<file path="config.mk">
export PLATFORM = sky130hd
export DESIGN_NAME = tcf_div_pipe
export DESIGN_NICKNAME = d
export VERILOG_FILES = /design/src/design/tcf_div_pipe.sv
export SDC_FILE = /design/constraint.sdc
export NUM_CORES = 2
export LEC_CHECK = 0
export BUFFER_PORTS_ARGS = -buffer_cell sky130_fd_sc_hd__clkbuf_2
export CORE_MARGIN = 2
export CORE_UTILIZATION = 50
export CTS_CLUSTER_DIAMETER = 120
export DETAILED_ROUTE_END_ITERATION = 10
export PLACE_DENSITY = 0.63
export SLEW_MARGIN = 25
export SYNTH_ARGS = -nofsm -noshare
export SYNTH_HDL_FRONTEND = slang
export SYNTH_SLANG_ARGS = --single-unit
</file>
<file path="constraint.sdc">
create_clock -name clock -period 3.7 [get_ports clock]
set_input_delay 0.74 -clock clock [delete_from_list [all_inputs] [get_ports clock]]
set_output_delay 0.74 -clock clock [all_outputs]
set_load 0.005 [all_outputs]
</file>
<file path="src/design/tcf_div_pipe.sv">
`timescale 1ns / 1ps
// Pipelined restoring divider, one quotient bit per stage.
// Caller supplies a starting remainder below the divisor. No package use.
module tcf_div_pipe #(
   parameter int DEN_W  = 32,
   parameter int Q_W    = 16,
   parameter int SIDE_W = 1
) (
   input  logic              clock,
   input  logic              reset,
   input  logic              en,
   input  logic              in_vld,
   input  logic [DEN_W-1:0]  in_rem,
   input  logic [Q_W-1:0]    in_bits,
   input  logic [DEN_W-1:0]  in_den,
   input  logic [SIDE_W-1:0] in_side,
   output logic              out_vld,
   output logic [Q_W-1:0]    out_q,
   output logic [SIDE_W-1:0] out_side
);

   logic              vld_ff  [1:Q_W];
   logic [DEN_W-1:0]  rem_ff  [1:Q_W];
   logic [Q_W-1:0]    bits_ff [1:Q_W];
   logic [DEN_W-1:0]  den_ff  [1:Q_W];
   logic [Q_W-1:0]    q_ff    [1:Q_W];
   logic [SIDE_W-1:0] side_ff [1:Q_W];

   for (genvar s = 1; s <= Q_W; s++) begin : g_stg
      logic              p_vld;
      logic [DEN_W-1:0]  p_rem;
      logic [Q_W-1:0]    p_bits;
      logic [DEN_W-1:0]  p_den;
      logic [Q_W-1:0]    p_q;
      logic [SIDE_W-1:0] p_side;
      logic [DEN_W:0]    trial;
      logic              ge;
      logic [DEN_W-1:0]  rem_in;

      if (s == 1) begin : g_first
         assign p_vld  = in_vld;
         assign p_rem  = in_rem;
         assign p_bits = in_bits;
         assign p_den  = in_den;
         assign p_q    = '0;
         assign p_side = in_side;
      end else begin : g_next
         assign p_vld  = vld_ff[s-1];
         assign p_rem  = rem_ff[s-1];
         assign p_bits = bits_ff[s-1];
         assign p_den  = den_ff[s-1];
         assign p_q    = q_ff[s-1];
         assign p_side = side_ff[s-1];
      end

      always_comb begin
         trial  = {p_rem, p_bits[Q_W-1]};
         ge     = trial >= {1'b0, p_den};
         rem_in = ge ? DEN_W'(trial - {1'b0, p_den}) : DEN_W'(trial);
      end

      always_ff @(posedge clock) begin
         if (reset) begin
            vld_ff[s] <= 1'b0;
         end else if (en) begin
            vld_ff[s] <= p_vld;
         end
      end

      always_ff @(posedge clock) begin
         if (en) begin
            rem_ff[s]  <= rem_in;
            bits_ff[s] <= {p_bits[Q_W-2:0], 1'b0};
            den_ff[s]  <= p_den;
            q_ff[s]    <= {p_q[Q_W-2:0], ge};
            side_ff[s] <= p_side;
         end
      end
   end

   assign out_vld  = vld_ff[Q_W];
   assign out_q    = q_ff[Q_W];
   assign out_side = side_ff[Q_W];

endmodule

</file>
==> Word level (Yosys, flattened, before mapping) <==
Memory sizes are Yosys's and may differ from the RTL's.
Index checks and enable logic that the tools add are counted.
Widths: inputs -> output; s select.
{ "word_totals": {"ff_bits": 0, "mem_bits_rw": 1552, "mem_bits_ro": 0, "latch_bits": 0, "memories": 6, "input_bits": 85, "word_cells": 92, "out_inout_bits": 18} }
{ "memory_table": {"columns": ["name", "words", "word_bits", "read_ports", "rd_ports_with_merged_regs", "wr", "line", "rtl"], "rows": [
  ["den_ff", 16, 32, 15, 0, 16, "25", "logic [DEN_W-1:0] den_ff [1:Q_W];"],
  ["rem_ff", 16, 32, 15, 0, 16, "23", "logic [DEN_W-1:0] rem_ff [1:Q_W];"],
  ["q_ff", 16, 16, 16, 0, 16, "26", "logic [Q_W-1:0] q_ff [1:Q_W];"],
  ["bits_ff", 16, 15, 15, 0, 16, "24", "logic [Q_W-1:0] bits_ff [1:Q_W];"],
  ["side_ff", 16, 1, 16, 0, 16, "27", "logic [SIDE_W-1:0] side_ff [1:Q_W];"],
  ["vld_ff", 16, 1, 16, 0, 16, "22", "logic vld_ff [1:Q_W];"]
]} }
{ "classes": {"n_lt_le_gt_ge": 16, "div_mod_pow": 0, "n_bitwise": 16, "mux": 38, "addsub": 16, "shift": 0, "n_eq_ne": 0, "n_reduce_logical": 0, "multipliers": 0} }
{ "ops": {"columns": ["operator", "count"], "rows": [
  ["$ge 33x32->1", 16],
  ["$mux 32", 16],
  ["$sub 32x32->32", 16],
  ["$mux 1", 22],
  ["$or 1x1->1", 16]
]} }

==> Logic depth before layout (Yosys ltp) <==
{ "logic_depth": {"depth_word": 4, "ltp_mapped": 15, "mapped_depth_nobuf": 12} }

==> Least setup slack after synthesis <==
Ideal clock, no wire load.
{ "synth_path": {"path_kind": "input-to-reg", "from": "input in_bits[15]", "to": "register rem_ff[0][56] (netlist name)", "required_time_ps": 3444, "setup_slack_ps": 315, "path_buffers": 0, "path_stages": 12, "t_arrival_ps": 3129, "setup_time_ps": 256, "path_cell_list": "inv_1 -> ha_1 -> fa_1 -> nand2b_1 -> a21oi_1 -> o41a_1 -> o21a_1 -> o21ai_0 -> a2111oi_0 -> o21ai_0 -> a21o_1 -> a31o_2"} }
{ "synth_rtl": {"columns": ["element", "line", "rtl"], "rows": [
  ["start: declaration", "14", "input logic [Q_W-1:0] in_bits,"]
]} }

==> results.yml <==
yosys:
  synth.distinct_cells: 92
  synth-edff-count: 1248
  ys_seq_area_share_pct: 53.3
  synthesis.instances: 6241
  yosys_warnings: 0
  async_flop_share_pct: 0
  synthFlopType: "edfxtp_1"
  syn_nets: 6853
  avgSynthCellArea_um2: 11.3
  synth_fa_ha_area_share_pct: 9.53
  synthMuxAreaShare_pct: 3.54
  netlist_area_um2: 70400
  ys_ff_latch: 1248
  synthSimpleGateAreaFrac_pct: 9.56
  synth_compound_area_share_pct: 15.1
  synth_top_family_by_area: "compound AO/OA/AOI/OAI gates"
  synth-xor-area-share_pct: 4.64
drt:
  initialDrtViolationCount: 2226
  vias: 49300
  wirelength_um: 181000
  wl_per_cell_um: 20.4
  drtPass1Iterations: 7
  ant_nets: 0
  drc: 0
  viasPerCell: 5.54
finish:
  final_common_cell: "edfxtp_1"
  layoutNonFillerInstCount: 8903
  area_growth_pct: 17.3
  final_cell_mix: "1248 x edfxtp_1, 660 x inv_1, 562 x a21oi_1"
  drive_above_1_share_pct: 16.6
  fin_area_um2: 82500
  antennaDiodeCount: 0
  nFillCells: 11600
  num-nets-final: 7526
timing:
  skew_ps: 43.6
  worstMarginPinSlew_ps: 1020
  slew_headroom_pct: 31.1
  setup_slack_ps: -98.9
  setup_violations: 29
  max_freq_mhz: 263
  final_hold_viol_count: 0
  layout_min_cycle_time_ps: 3800
  fin_crit_sh_pct: 103
  drv_slew: 0
  rsz0062_at_grt: "true"
floorplanning:
  core-area_um2: 140000
  rows: 137
  die_h_um: 379
  initial_core_util_pct: 50.4
  die_w_um: 379
  ios: 103
  die-area_um2: 144000
global_route:
  grt_use_total_pct: 25.2
  grt_pass1_vias: 51300
  grt_max_degree: 107
  grt_pass1_wl_um: 275000
  grt_antenna_before_repair: 0
  gr-total-overflow: 0
worst_hold_path:
  worstHoldPathType: "input pin to register"
placed_design:
  placed_area_um2: 77200
  portBuffers: 102
  dp_slack_ps: -568
  dp.cells: 8625
  place.gp.congestion: 0.965
  hpwl_um: 143000
setup_path:
  max_stage_delay_ps: 610
  arrival_ps: 4310
  crit_required_ps: 4210
  slowest_stage: "or4_4"
  cp_num_buf_inv: 1
  cp-end-kind: "register"
  critPathKind: "register to register"
  cp-start-kind: "register"
  crit_family: "simple AND/OR/NAND/NOR gates"
  path_max_fanout: 9
  path_cells: "ha_4 -> and3_4 -> nand2_2 -> or3_4 -> or4_4 -> nor4_4 -> nor2_1 -> o211a_1 -> o21a_4 -> clkbuf_16 -> mux2_4"
clock_network:
  holdBufCountCts: 0
  tritoncts: "yes"
  clk_pin_slew_worst_paths_ps: 50
  cts_buffers: 144
  cts.path.max_buffers: 3
  cts_htree_levels: 4
  insertion_delay_ps: 800
  cts_sinks: 1248
  root_buffer: "clkbuf_16"
power:
  finalPower_mw: 72.7
  vdd.ir_drop.worst_mv: 0.416
  power_frac_comb_pct: 49.0
  switchingPower_mw: 27.2
  powerDensity_nw_per_um2: 881
  leakage_nw: 34.5
  switching_share_pct: 37.5
  internal_power_mw: 45.5
  seqPwrFrac_pct: 31.2
  p_clk_share_pct: 19.7
status:
  status: "finished, violations left"
  violations: "setup timing"
run:
  max-cap-violations: 0
[through the flow]
stage               TNS [ps]  utilization (%)  hold WS (ps)
floorplan                  0                -           400
global placement      -15940             55.3           400
finish                 -1890             59.1           118
global route           -2030             59.1          79.8
CTS                    -11.2             58.9          58.3
detailed placement    -18460             55.3           405
[power by group through the flow]
stage | sequential (mW) | clock, mW | combinational, mW
2_1_floorplan | 22.1 | 0 | 23.5
3_3_place_gp | 22.9 | 0 | 34.4
3_5_place_dp | 23.0 | 0 | 34.8
4_1_cts | 22.7 | 14.7 | 35.0
5_1_grt | 23.1 | 15.2 | 39.1
6_report | 22.7 | 14.4 | 35.7
[Yosys cell counts (33+ instances only)]
library cell | count | share of area, %
a211oi_1 | 40 | 0.43
a21o_1 | 223 | 2.4
a21oi_1 | 566 | 4.0
a31oi_1 | 58 | 0.52
and2_1 | 45 | 0.40
and3_1 | 41 | 0.36
clkbuf_1 | 109 | 0.58
edfxtp_1 | 1248 | 53
ha_1 | 512 | 9.1
inv_1 | 660 | 3.5
mux2_2 | 173 | 2.8
nand2_1 | 386 | 2.1
nand2b_1 | 58 | 0.52
nand3_1 | 96 | 0.68
nand4_1 | 89 | 0.79
nor2_1 | 398 | 2.1
nor2b_1 | 69 | 0.61
nor3_1 | 92 | 0.65
o21a_1 | 75 | 0.80
o21ai_0 | 321 | 2.3
o21bai_1 | 73 | 0.78
o31ai_1 | 42 | 0.45
or3_1 | 33 | 0.29
xnor2_1 | 228 | 2.8
xor2_1 | 145 | 1.8
[final cells by class]
class                   instances  area (um2)  area share, %
flip-flops and latches       1248       37500           45.4
repair buffers                664        5260           6.37
well taps                    1876        2350           2.84
clock buffers                 180        3780           4.58
inverters                     663        2490           3.02
clock inverters                79        1050           1.28
multi-input cells            4193       30100           36.5
[registers in the layout (all words and copies together), names as in the netlist]
name     count
side_ff     16
rem_ff     480
bits_ff    120
vld_ff      16
q_ff       136
den_ff     480
[cells by family after synthesis]
logic type | Yosys count
DFF | 1248
and+or+nand+nor | 1408
adders and majority gates | 527
muxes | 215
buffers and inverters | 800
AOI/OAI and AO/OA | 1670
xor gates and xnor gates | 373
[worst reg2reg max path, stage by stage (launching register included)]
cell and delay, ps:
edfxtp_1 430, ha_4 300, and3_4 210, nand2_2 60, or3_4 330, or4_4 610
nor4_4 570, nor2_1 110, o211a_1 170, o21a_4 270, clkbuf_16 200, mux2_4 300
[metal layers]
layer  routed length, um  track usage [%]  vias up
met2              103000             51.3     1005
li1                    -                -    24300
met4               16700             20.0        0
met1               57200             21.3    23400
met5                   0                0        -
met3                4570             3.12      564
[path summary, 6_finish.rpt]
check                        from         endpoint  slack, ps  cells after the start
hold / removal        in_bits[13]   bits_ff[0][28]        120                      1
hold reg to reg   bits_ff[0][102]  bits_ff[0][118]        400                      0
setup / recovery    rem_ff[0][50]    rem_ff[0][84]       -100                     11
setup reg to reg    rem_ff[0][50]    rem_ff[0][84]       -100                     11
[timing repair]
action / CTS / global route
buffers inserted: 6 / 8
resized for setup: 8 / 36
cloned: 0 / 5
hold endpoints to repair: 0 / 0
pin swaps: 5 / 14
endpoints found under the setup margin: 64 / 177
No activity file was read; power rests on OpenSTA's default activity.
